$ cat src/rtl/xrg_pkg.sv
`timescale 1ns / 1ps
package xrg_pkg;

	localparam int WORD_W = 64;
	localparam int HALF_W = WORD_W / 2;
	localparam int CMD_W  = 3;
	localparam int LEAP_STEPS = 4 * WORD_W;
	localparam int LEAP_CNT_W = $clog2(LEAP_STEPS);

	// command codes
	localparam logic [CMD_W-1:0] CMD_NEXT      = 3'd0;
	localparam logic [CMD_W-1:0] CMD_FRAC      = 3'd1;
	localparam logic [CMD_W-1:0] CMD_JUMP      = 3'd2;
	localparam logic [CMD_W-1:0] CMD_LONG_JUMP = 3'd3;
	localparam logic [CMD_W-1:0] CMD_SEED      = 3'd4;

	localparam logic [WORD_W-1:0] GOLDEN_INC = 64'h9e3779b97f4a7c15;
	localparam logic [WORD_W-1:0] MIX_MUL_A  = 64'hbf58476d1ce4e5b9;
	localparam logic [WORD_W-1:0] MIX_MUL_B  = 64'h94d049bb133111eb;

	// jump polynomials, word 0 in the low bits
	localparam logic [LEAP_STEPS-1:0] SHORT_POLY = {
		64'h39abdc4529b1661c, 64'ha9582618e03fc9aa,
		64'hd5a61266f0c9392c, 64'h180ec6d33cfd0aba};
	localparam logic [LEAP_STEPS-1:0] LONG_POLY = {
		64'h39109bb02acbe635, 64'h77710069854ee241,
		64'hc5004e441c522fb3, 64'h76e15d3efefdcbbf};

	typedef logic [3:0][WORD_W-1:0] gen_state_t;

	typedef struct packed {
		logic              start;
		logic [WORD_W-1:0] a;
		logic [WORD_W-1:0] b;
	} mul_req_t;

	typedef struct packed {
		logic              done;
		logic [WORD_W-1:0] p;
	} mul_rsp_t;

	// one xoshiro256 state step
	function automatic gen_state_t xrg_advance(input gen_state_t s);
		gen_state_t n;
		logic [WORD_W-1:0] t;
		t    = s[1] << 17;
		n[2] = s[2] ^ s[0];
		n[3] = s[3] ^ s[1];
		n[1] = s[1] ^ n[2];
		n[0] = s[0] ^ n[3];
		n[2] = n[2] ^ t;
		n[3] = {n[3][WORD_W-46:0], n[3][WORD_W-1:WORD_W-45]};
		return n;
	endfunction

endpackage

$ cat src/rtl/xrg_if.sv
`timescale 1ns / 1ps
interface xrg_req_if import xrg_pkg::*; ();
	logic              valid;
	logic              ready;
	logic [CMD_W-1:0]  cmd;
	logic [WORD_W-1:0] seed_value;

	modport source (output valid, output cmd, output seed_value, input ready);
	modport sink (input valid, input cmd, input seed_value, output ready);
endinterface

interface xrg_rsp_if import xrg_pkg::*; ();
	logic              valid;
	logic              ready;
	logic [WORD_W-1:0] value;
	logic              has_value;

	modport source (output valid, output value, output has_value, input ready);
	modport sink (input valid, input value, input has_value, output ready);
endinterface

$ cat src/rtl/xrg_mul64.sv
`timescale 1ns / 1ps
module xrg_mul64 import xrg_pkg::*; (
	input  logic     clk,
	input  logic     arst_n,
	input  mul_req_t req,
	output mul_rsp_t rsp
);

	typedef enum logic [2:0] {M_IDLE, M_P0, M_P1, M_P2, M_P3} mstate_t;

	mstate_t           state_q;
	logic [WORD_W-1:0] a_q;
	logic [WORD_W-1:0] b_q;
	logic [WORD_W-1:0] prod_q;
	logic [WORD_W-1:0] acc_q;
	logic              done_q;
	logic [HALF_W-1:0] op_a;
	logic [HALF_W-1:0] op_b;
	logic [WORD_W-1:0] mul_out;

	// one 32x32 multiplier, fed a different half pair in each of phases P0, P1 and P2
	always_comb begin
		unique case (state_q)
			M_P1: begin
				op_a = a_q[HALF_W-1:0];
				op_b = b_q[WORD_W-1:HALF_W];
			end
			M_P2: begin
				op_a = a_q[WORD_W-1:HALF_W];
				op_b = b_q[HALF_W-1:0];
			end
			default: begin
				op_a = a_q[HALF_W-1:0];
				op_b = b_q[HALF_W-1:0];
			end
		endcase
	end

	assign mul_out = WORD_W'(op_a) * WORD_W'(op_b);

	always_ff @(posedge clk or negedge arst_n) begin
		if (!arst_n) begin
			state_q <= M_IDLE;
			done_q  <= 1'b0;
		end else begin
			done_q <= 1'b0;
			unique case (state_q)
				M_IDLE: begin
					if (req.start) begin
						a_q     <= req.a;
						b_q     <= req.b;
						state_q <= M_P0;
					end
				end
				M_P0: begin
					prod_q  <= mul_out;
					state_q <= M_P1;
				end
				M_P1: begin
					acc_q   <= prod_q;
					prod_q  <= mul_out;
					state_q <= M_P2;
				end
				M_P2: begin
					acc_q   <= acc_q + {prod_q[HALF_W-1:0], {HALF_W{1'b0}}};
					prod_q  <= mul_out;
					state_q <= M_P3;
				end
				M_P3: begin
					acc_q   <= acc_q + {prod_q[HALF_W-1:0], {HALF_W{1'b0}}};
					done_q  <= 1'b1;
					state_q <= M_IDLE;
				end
				default: state_q <= M_IDLE;
			endcase
		end
	end

	assign rsp.done = done_q;
	assign rsp.p    = acc_q;

endmodule

$ cat src/rtl/xoshiro256_random_generator_unit.sv
`timescale 1ns / 1ps
// channel | modport | payload               | transfer when
// req     | sink    | cmd, seed_value       | req.valid && req.ready
// rsp     | source  | value, has_value      | rsp.valid && rsp.ready
//
// next: S_SUM, then S_ROT, then S_OUT, which waits for a free output slot; no new command until S_IDLE
// fraction: S_SUM, then S_OUT, which waits for a free output slot; no new command until S_IDLE
// jump and long jump: 256 state steps in S_LEAP, one per cycle, then S_OUT
// seed: three splitmix64 words through the shared 32x32 multiplier
// after reset the block seeds itself with zero (req.ready low)
// a waiting result does not block a new transfer; the next result waits for the slot
module xoshiro256_random_generator_unit import xrg_pkg::*; (
	input logic      clk,
	input logic      arst_n,
	xrg_req_if.sink  req,
	xrg_rsp_if.source rsp
);

	typedef enum logic [3:0] {
		S_IDLE, S_SUM, S_ROT, S_LEAP,
		S_SEED_LOAD, S_SEED_ADD, S_MUL_A, S_MUL_B, S_OUT
	} fsm_t;

	localparam logic [LEAP_CNT_W-1:0] LEAP_LAST = LEAP_CNT_W'(LEAP_STEPS - 1);

	fsm_t              fsm_q;
	logic              init_q;       // self-seed after reset, result dropped
	gen_state_t        gen_q;        // the generator state
	gen_state_t        acc_q;        // jump accumulator
	logic [WORD_W-1:0] seed_q;       // splitmix64 counter
	logic [WORD_W-1:0] sum_q;        // word0 + word3 of the pre-step state
	logic [WORD_W-1:0] s0_old_q;     // word0 of the pre-step state
	logic [1:0]        word_q;       // word being seeded
	logic [LEAP_CNT_W-1:0] cnt_q;    // jump step
	logic              long_q;       // long jump polynomial
	logic              frac_q;       // fraction instead of plus-plus
	logic [WORD_W-1:0] res_value_q;
	logic              res_has_q;
	logic              out_valid_q;
	logic [WORD_W-1:0] value_q;
	logic              has_q;

	// shared 64-bit adder
	logic [WORD_W-1:0] add_a;
	logic [WORD_W-1:0] add_b;
	logic [WORD_W-1:0] add_sum;

	mul_req_t          mul_req;
	mul_rsp_t          mul_rsp;
	logic [WORD_W-1:0] mix_in_a;     // z ^ (z >> 30) of the new counter
	logic [WORD_W-1:0] mix_in_b;     // second splitmix fold
	logic [WORD_W-1:0] mix_out;      // final splitmix fold

	logic              poly_bit;
	gen_state_t        leap_acc;
	logic              slot_free;
	logic              out_load;     // result moves into the output slot this cycle

	always_comb begin
		unique case (fsm_q)
			S_SUM: begin
				add_a = gen_q[0];
				add_b = gen_q[3];
			end
			S_ROT: begin
				// rotate left by 23
				add_a = {sum_q[WORD_W-24:0], sum_q[WORD_W-1:WORD_W-23]};
				add_b = s0_old_q;
			end
			default: begin
				add_a = seed_q;
				add_b = GOLDEN_INC;
			end
		endcase
	end

	assign add_sum = add_a + add_b;

	assign mix_in_a = add_sum ^ (add_sum >> 30);
	assign mix_in_b = mul_rsp.p ^ (mul_rsp.p >> 27);
	assign mix_out  = mul_rsp.p ^ (mul_rsp.p >> 31);

	// multiplier start: new counter value, then the second multiply right after the first
	always_comb begin
		mul_req.start = 1'b0;
		mul_req.a     = mix_in_a;
		mul_req.b     = MIX_MUL_A;
		if (fsm_q == S_SEED_ADD) begin
			mul_req.start = 1'b1;
		end else if (fsm_q == S_MUL_A && mul_rsp.done) begin
			mul_req.start = 1'b1;
			mul_req.a     = mix_in_b;
			mul_req.b     = MIX_MUL_B;
		end
	end

	xrg_mul64 u_mul (
		.clk    (clk),
		.arst_n (arst_n),
		.req    (mul_req),
		.rsp    (mul_rsp)
	);

	// fold the current state into the accumulator where the polynomial bit is set
	assign poly_bit = long_q ? LONG_POLY[cnt_q] : SHORT_POLY[cnt_q];
	assign leap_acc = poly_bit ? (acc_q ^ gen_q) : acc_q;

	assign slot_free = !out_valid_q || rsp.ready;
	assign out_load  = (fsm_q == S_OUT) && !init_q && slot_free;

	always_ff @(posedge clk or negedge arst_n) begin
		if (!arst_n) begin
			fsm_q       <= S_SEED_LOAD;
			init_q      <= 1'b1;
			seed_q      <= '0;
			out_valid_q <= 1'b0;
		end else begin
			if (out_valid_q && rsp.ready && !out_load) begin
				out_valid_q <= 1'b0;
			end
			unique case (fsm_q)
				S_IDLE: begin
					if (req.valid) begin
						res_value_q <= '0;
						res_has_q   <= 1'b0;
						unique case (req.cmd)
							CMD_NEXT, CMD_FRAC: begin
								frac_q <= (req.cmd == CMD_FRAC);
								fsm_q  <= S_SUM;
							end
							CMD_JUMP, CMD_LONG_JUMP: begin
								long_q <= (req.cmd == CMD_LONG_JUMP);
								acc_q  <= '0;
								cnt_q  <= '0;
								fsm_q  <= S_LEAP;
							end
							CMD_SEED: begin
								seed_q <= req.seed_value;
								fsm_q  <= S_SEED_LOAD;
							end
							default: fsm_q <= S_OUT;   // unused codes leave the state alone
						endcase
					end
				end
				S_SUM: begin
					sum_q    <= add_sum;
					s0_old_q <= gen_q[0];
					gen_q    <= xrg_advance(gen_q);
					if (frac_q) begin
						res_value_q <= add_sum >> 11;
						res_has_q   <= 1'b1;
						fsm_q       <= S_OUT;
					end else begin
						fsm_q <= S_ROT;
					end
				end
				S_ROT: begin
					res_value_q <= add_sum;
					res_has_q   <= 1'b1;
					fsm_q       <= S_OUT;
				end
				S_LEAP: begin
					acc_q <= leap_acc;
					cnt_q <= cnt_q + LEAP_CNT_W'(1);
					if (cnt_q == LEAP_LAST) begin
						gen_q <= leap_acc;
						fsm_q <= S_OUT;
					end else begin
						gen_q <= xrg_advance(gen_q);
					end
				end
				S_SEED_LOAD: begin
					gen_q[0] <= seed_q;
					word_q   <= 2'd1;
					fsm_q    <= S_SEED_ADD;
				end
				S_SEED_ADD: begin
					seed_q <= add_sum;
					fsm_q  <= S_MUL_A;
				end
				S_MUL_A: begin
					if (mul_rsp.done) begin
						fsm_q <= S_MUL_B;
					end
				end
				S_MUL_B: begin
					if (mul_rsp.done) begin
						gen_q[word_q] <= mix_out;
						if (word_q == 2'd3) begin
							res_value_q <= '0;
							res_has_q   <= 1'b0;
							fsm_q       <= S_OUT;
						end else begin
							word_q <= word_q + 2'd1;
							fsm_q  <= S_SEED_ADD;
						end
					end
				end
				S_OUT: begin
					if (init_q) begin
						init_q <= 1'b0;
						fsm_q  <= S_IDLE;
					end else if (slot_free) begin
						out_valid_q <= 1'b1;
						value_q     <= res_value_q;
						has_q       <= res_has_q;
						fsm_q       <= S_IDLE;
					end
				end
				default: fsm_q <= S_IDLE;
			endcase
		end
	end

	assign req.ready     = (fsm_q == S_IDLE);
	assign rsp.valid     = out_valid_q;
	assign rsp.value     = value_q;
	assign rsp.has_value = has_q;

endmodule

$ cat src/flat_wrapper.sv
// flat-port wrapper written by rule: the top's interface ports become plain ports
module xoshiro256_random_generator_unit_flat import xrg_pkg::*;
  (clk, arst_n, req_valid, req_cmd, req_seed_value, req_ready, rsp_valid, rsp_value, rsp_has_value, rsp_ready);
  xrg_req_if req_i ();
  xrg_rsp_if rsp_i ();
  input logic clk;
  input logic arst_n;
  input wire logic [$bits(req_i.valid)-1:0] req_valid;
  input wire logic [$bits(req_i.cmd)-1:0] req_cmd;
  input wire logic [$bits(req_i.seed_value)-1:0] req_seed_value;
  output wire logic [$bits(req_i.ready)-1:0] req_ready;
  output wire logic [$bits(rsp_i.valid)-1:0] rsp_valid;
  output wire logic [$bits(rsp_i.value)-1:0] rsp_value;
  output wire logic [$bits(rsp_i.has_value)-1:0] rsp_has_value;
  input wire logic [$bits(rsp_i.ready)-1:0] rsp_ready;
  assign req_i.valid = req_valid;
  assign req_i.cmd = req_cmd;
  assign req_i.seed_value = req_seed_value;
  assign req_ready = req_i.ready;
  assign rsp_valid = rsp_i.valid;
  assign rsp_value = rsp_i.value;
  assign rsp_has_value = rsp_i.has_value;
  assign rsp_i.ready = rsp_ready;
  xoshiro256_random_generator_unit u_core (.clk(clk), .arst_n(arst_n), .req(req_i), .rsp(rsp_i));
endmodule
$ cat config.mk
export PLATFORM = sky130hd
export DESIGN_NAME = xoshiro256_random_generator_unit_flat
export DESIGN_NICKNAME = d
export VERILOG_FILES = /design/src/rtl/xrg_pkg.sv /design/src/rtl/xrg_if.sv /design/src/rtl/xrg_mul64.sv /design/src/rtl/xoshiro256_random_generator_unit.sv /design/src/flat_wrapper.sv
export SDC_FILE = /design/constraint.sdc
export NUM_CORES = 2
export LEC_CHECK = 0
export BUFFER_PORTS_ARGS = -buffer_cell sky130_fd_sc_hd__buf_2
export CAP_MARGIN = 20
export CORE_ASPECT_RATIO = 1.4
export CORE_MARGIN = 1.5
export CORE_UTILIZATION = 30
export DETAILED_ROUTE_END_ITERATION = 8
export GPL_TIMING_DRIVEN = 1
export SYNTH_ARGS = -nofsm -noshare
export SYNTH_HDL_FRONTEND = slang
export SYNTH_SLANG_ARGS = --single-unit
$ cat constraint.sdc
create_clock -name clk -period 22.9 [get_ports clk]
set_clock_uncertainty 0.05 [all_clocks]
set_input_delay 1.145 -clock clk [delete_from_list [all_inputs] [get_ports clk]]
set_output_delay 1.145 -clock clk [all_outputs]
set_load 0.02 [all_outputs]
==> results <==
- After routing the design area is 98600 um^2.
- The floorplan has 237 rows.
- Counting cells, the worst reg-to-reg path comes to 27.
- Buffers placed on the I/O ports in this run total 137.
- The number of violations reported at the end of detailed-routing iteration 0 is 8376.
- The worst path uses 50.7% of the clock period.
- The post-detailed-route count of antenna-violating nets is 0.
- The share of synthesized registers carrying an async set or reset is 7.03%.
- The Yosys step of the flow raised 0 warnings.
- Entering global routing, the biggest net connects 162 pins.
- The depth of the CTS H-tree is 3.
- The critical path is of the flop to flop type.
- The checks that failed: design-rule violations.
- The total count of max-transition violations in the final report is 0.
- The floorplan step defined a die boundary enclosing 302000 um^2.
- The cell count after synthesis is 9099.
- STA puts the critical path data arrival time at 12.07 ns.
- The number of distinct standard cells referenced by the synthesized netlist is 105.
- The floorplan step set the die height to 650 um.
- Setup repair after global routing left no endpoint under its margin.
- The routed wirelength normalized by instance count is 28.6 um.
- TritonCTS built the clock tree.
- The worst hold path terminates at u_core.rsp.value[52].
- Counting every net in the synthesized netlist gives 10400.
- After detailed routing, the number of remaining DRC violations is 30.
- Headroom to the max-slew limit came out at 7.61%.
- After global routing the overflow that remains totals 0.
- The commonest non-fill, non-tap cell in the layout is sky130_fd_sc_hd__inv_1.
- The number of antenna violations at the first check in global routing came to 31.
- STA classifies the critical path startpoint as a flop.
- The path class of the lowest-slack min-delay path is flop to flop.
- The via count of the first global-routing pass is 70700.
- The global routing met1 resource utilization is 27.1%.
- Counting instances, the worst hold path has a depth of 0.
- The hold violation total from the final report is 0.
- The synthesized design contains 976 enable-type register cells.
- The sequential fraction of the synthesis area is 34.8%.
- The endpoint class of the critical path is a flop.
- The latest clock arrival within the worst-skew pair is 0.79 ns.
- The clock-pin slew reported for the worst setup and hold paths after clock tree synthesis is 0.06 ns.
- Derived from the worst setup path, the maximum achievable clock frequency is 86.1 MHz.
- The slack of the worst reg-to-reg path is 11.28 ns.
- The first global-routing pass estimated 522 mm of wire.
- The global placement routability congestion is 1.04.
- The first TritonRoute pass finished after 9 iterations.
- Counting I/O delays and the setup requirement, the final critical path takes 11.62 ns.
- In the synthesized netlist the dominant register cell turns out to be sky130_fd_sc_hd__edfxtp_1.
- Max-cap violations in this run came to 0.
- In this run, CTS created clock tree buffers numbering 109.
- The combined area of all synthesized cells is 89600 um^2.
- The top fanout value on the critical path is 28.
- Setup total negative slack on the finished layout was measured at 0 ns.
- In this run the most critical hold path is launched from u_core.res_value_q[52].
- The top cell type by total area after synthesis is sky130_fd_sc_hd__edfxtp_1.
- The post-cts gate resize count is 0.
- The share of the synthesized area in the top cell type is 32.7%.
- The layer flagged by global routing as most heavily used is met2.
- The cell sitting at the root of the clock tree is a sky130_fd_sc_hd__clkbuf_16.
- STA puts the critical path data required time at 23.35 ns.
- For the pin with the worst max-slew slack, the measured transition is 1.38 ns.
- Leaving out fill and tap cells, the most frequent cells in the layout are sky130_fd_sc_hd__inv_1 (1103), sky130_fd_sc_hd__nand2_1 (1008), sky130_fd_sc_hd__edfxtp_1 (976).
- The area of the core is 297000 um^2.
- The starting utilization of the core area is 30.1%.
- Global routing used 37.9% of the available met2 tracks.
- The worst reg2reg path endpoint is u_core.u_mul.prod_q[63].
- 138 I/O pins were placed.
- The count of clock tree sinks is 1052.
- The growth of design area from synthesis to finish is 10.0%.
- The mean post-synth cell area is 9.85 um^2.
- The sum of net half-perimeters after detailed placement is 279 mm.
- For this run, global-route usage on met3 was measured as 5.43%.
- By area the synthesized netlist is led by sky130_fd_sc_hd__edfxtp_1 (33%), sky130_fd_sc_hd__fa_1 (19%), sky130_fd_sc_hd__ha_1 (6.0%).
- The synthesized design contains 1052 register bits.
- Dividing the detail-routed via count by the number of cells gives 5.48.
- Cells fill 33.1% of the core in the end.
- Global routing used 24.0% of the available tracks.
- Once the clock tree was built, the setup fixing pass inserted 0 buffers.
- Cells with a size suffix above 1 make up 6.76% of the layout.
- The run finished, with violations left.
- The overall via count from detail_route is 71300.
- From left edge to right edge, the die measures 465 um.
- In this run the deepest clock path goes through 3 buffers.
- The post-placement cell area is 94800 um^2.
- The worst register-to-register path begins at u_core.u_mul.state_q[1].
- After clock tree synthesis, the flow added hold-fix buffers numbering 0.
- For this block, the routed nets add up to 373 mm of wire.
- The post-layout net count is 10300.
- Setup violations remaining at the end of the flow were counted as 0.
## final cells by class
class,count,area (um^2)
diodes,8,20.0
clock buffers,141,2960
flip-flops and latches,1052,31200
inverters,1113,4190
fillers,30500,199000
multi-input cells,6403,52700
clock inverters,63,703
well taps,3943,4930
repair buffers,286,1880
## critical path: stages (launching register included)
cell	delay [ns]
sky130_fd_sc_hd__dfrtp_1	0.53
sky130_fd_sc_hd__nand2_1	0.10
sky130_fd_sc_hd__or2_2	0.52
sky130_fd_sc_hd__inv_2	0.48
sky130_fd_sc_hd__buf_4	0.40
sky130_fd_sc_hd__mux2i_1	0.93
sky130_fd_sc_hd__inv_1	0.53
sky130_fd_sc_hd__and3_1	0.44
sky130_fd_sc_hd__nand2b_1	0.30
sky130_fd_sc_hd__fa_1	0.64
sky130_fd_sc_hd__fa_1	0.46
sky130_fd_sc_hd__fa_1	0.53
sky130_fd_sc_hd__inv_1	0.05
sky130_fd_sc_hd__fa_1	0.50
sky130_fd_sc_hd__inv_1	0.07
sky130_fd_sc_hd__fa_1	0.49
sky130_fd_sc_hd__fa_1	0.58
sky130_fd_sc_hd__fa_1	0.43
sky130_fd_sc_hd__fa_1	0.44
sky130_fd_sc_hd__ha_1	0.42
sky130_fd_sc_hd__nand3_1	0.13
sky130_fd_sc_hd__nor4_1	0.92
sky130_fd_sc_hd__o21ai_0	0.41
sky130_fd_sc_hd__a21oi_1	0.36
sky130_fd_sc_hd__nor2_1	0.12
sky130_fd_sc_hd__o2111ai_1	0.21
sky130_fd_sc_hd__a21oi_1	0.10
sky130_fd_sc_hd__xnor2_1	0.13
## metal layers
layer / wire length [um] / vias to the layer above
li1: - / 30300
met1: 128000 / 35700
met2: 169000 / 4128
met3: 35700 / 1128
met4: 39600 / 26
met5: 235 / -
## state kept, by name (all words and copies together) (netlist names), 2 cells and up, named ones only
register / cells
u_core.rsp.value: 64
u_core.fsm_q: 4
u_core.cnt_q: 8
u_core.acc_q: 256
u_core.word_q: 2
u_core.sum_q: 64
u_core.gen_q: 256
u_core.u_mul.state_q: 3
u_core.res_value_q: 64
u_core.seed_q: 64
u_core.u_mul.b_q: 2
u_core.u_mul.acc_q: 64
u_core.s0_old_q: 64
u_core.u_mul.prod_q: 64
u_core.u_mul.a_q: 64
## synthesized netlist by cell type, drive strengths merged (35+ instances only)
| library cell | number |
|---|---|
| nand2 | 1013 |
| edfxtp | 976 |
| a211oi | 76 |
| clkbuf | 441 |
| o221ai | 44 |
| nor3 | 43 |
| fa | 833 |
| nand3 | 51 |
| ha | 433 |
| o21bai | 35 |
| nand4 | 48 |
| nor2 | 866 |
| a21oi | 503 |
| a31oi | 35 |
| buf | 90 |
| xnor2 | 278 |
| xor2 | 553 |
| a22oi | 91 |
| a21o | 86 |
| and3 | 56 |
| o22ai | 144 |
| or3 | 75 |
| o21ai | 571 |
| mux2i | 137 |
| and2 | 61 |
| inv | 1113 |
| dfrtp | 72 |
## per-stage QoR
step / instances / hold WS (ns) / setup WS (ns)
2_1_floorplan: 9099 / 0.350 / 10.15
6_report: 13000 / 0.366 / 11.28
3_5_place_dp: 12800 / 0.355 / 11.60
3_3_place_gp: 12800 / 0.351 / 11.73
5_1_grt: 13000 / 0.376 / 11.04
4_1_cts: 13000 / 0.368 / 11.56
## how the worst max path moves through the flow
| stage | startpoint | to | slack (ns) | cells past startpoint |
|---|---|---|---|---|
| 3_3_place_gp | u_core.u_mul.state_q[1] | u_core.u_mul.prod_q[63] | 11.73 | 27 |
| 4_1_cts | u_core.u_mul.state_q[1] | u_core.u_mul.prod_q[63] | 11.56 | 27 |
| 2_1_floorplan | arst_n | u_core.u_mul.a_q[0] | 10.15 | 3 |
| 5_1_grt | u_core.u_mul.state_q[1] | u_core.u_mul.prod_q[63] | 11.04 | 27 |
| 3_5_place_dp | u_core.u_mul.state_q[1] | u_core.u_mul.prod_q[63] | 11.60 | 27 |
| 6_report | u_core.u_mul.state_q[1] | u_core.u_mul.prod_q[63] | 11.28 | 27 |
## kinds of logic after synthesis
family                   count (synthesis)  share of synthesized area, %
AO/OA/AOI/OAI                         1840                          12.8
XOR/XNOR                               833                          8.24
adder cells (fa/ha/maj)               1266                          24.7
multiplexers                           146                          1.64
flip-flops                            1052                          34.8
buffers and inverters                 1644                          6.94
AND/OR/NAND/NOR                       2318                          10.9
Power is not shown: default switching activity piles up to over one toggle a cycle in this logic, so the estimate is an artifact.
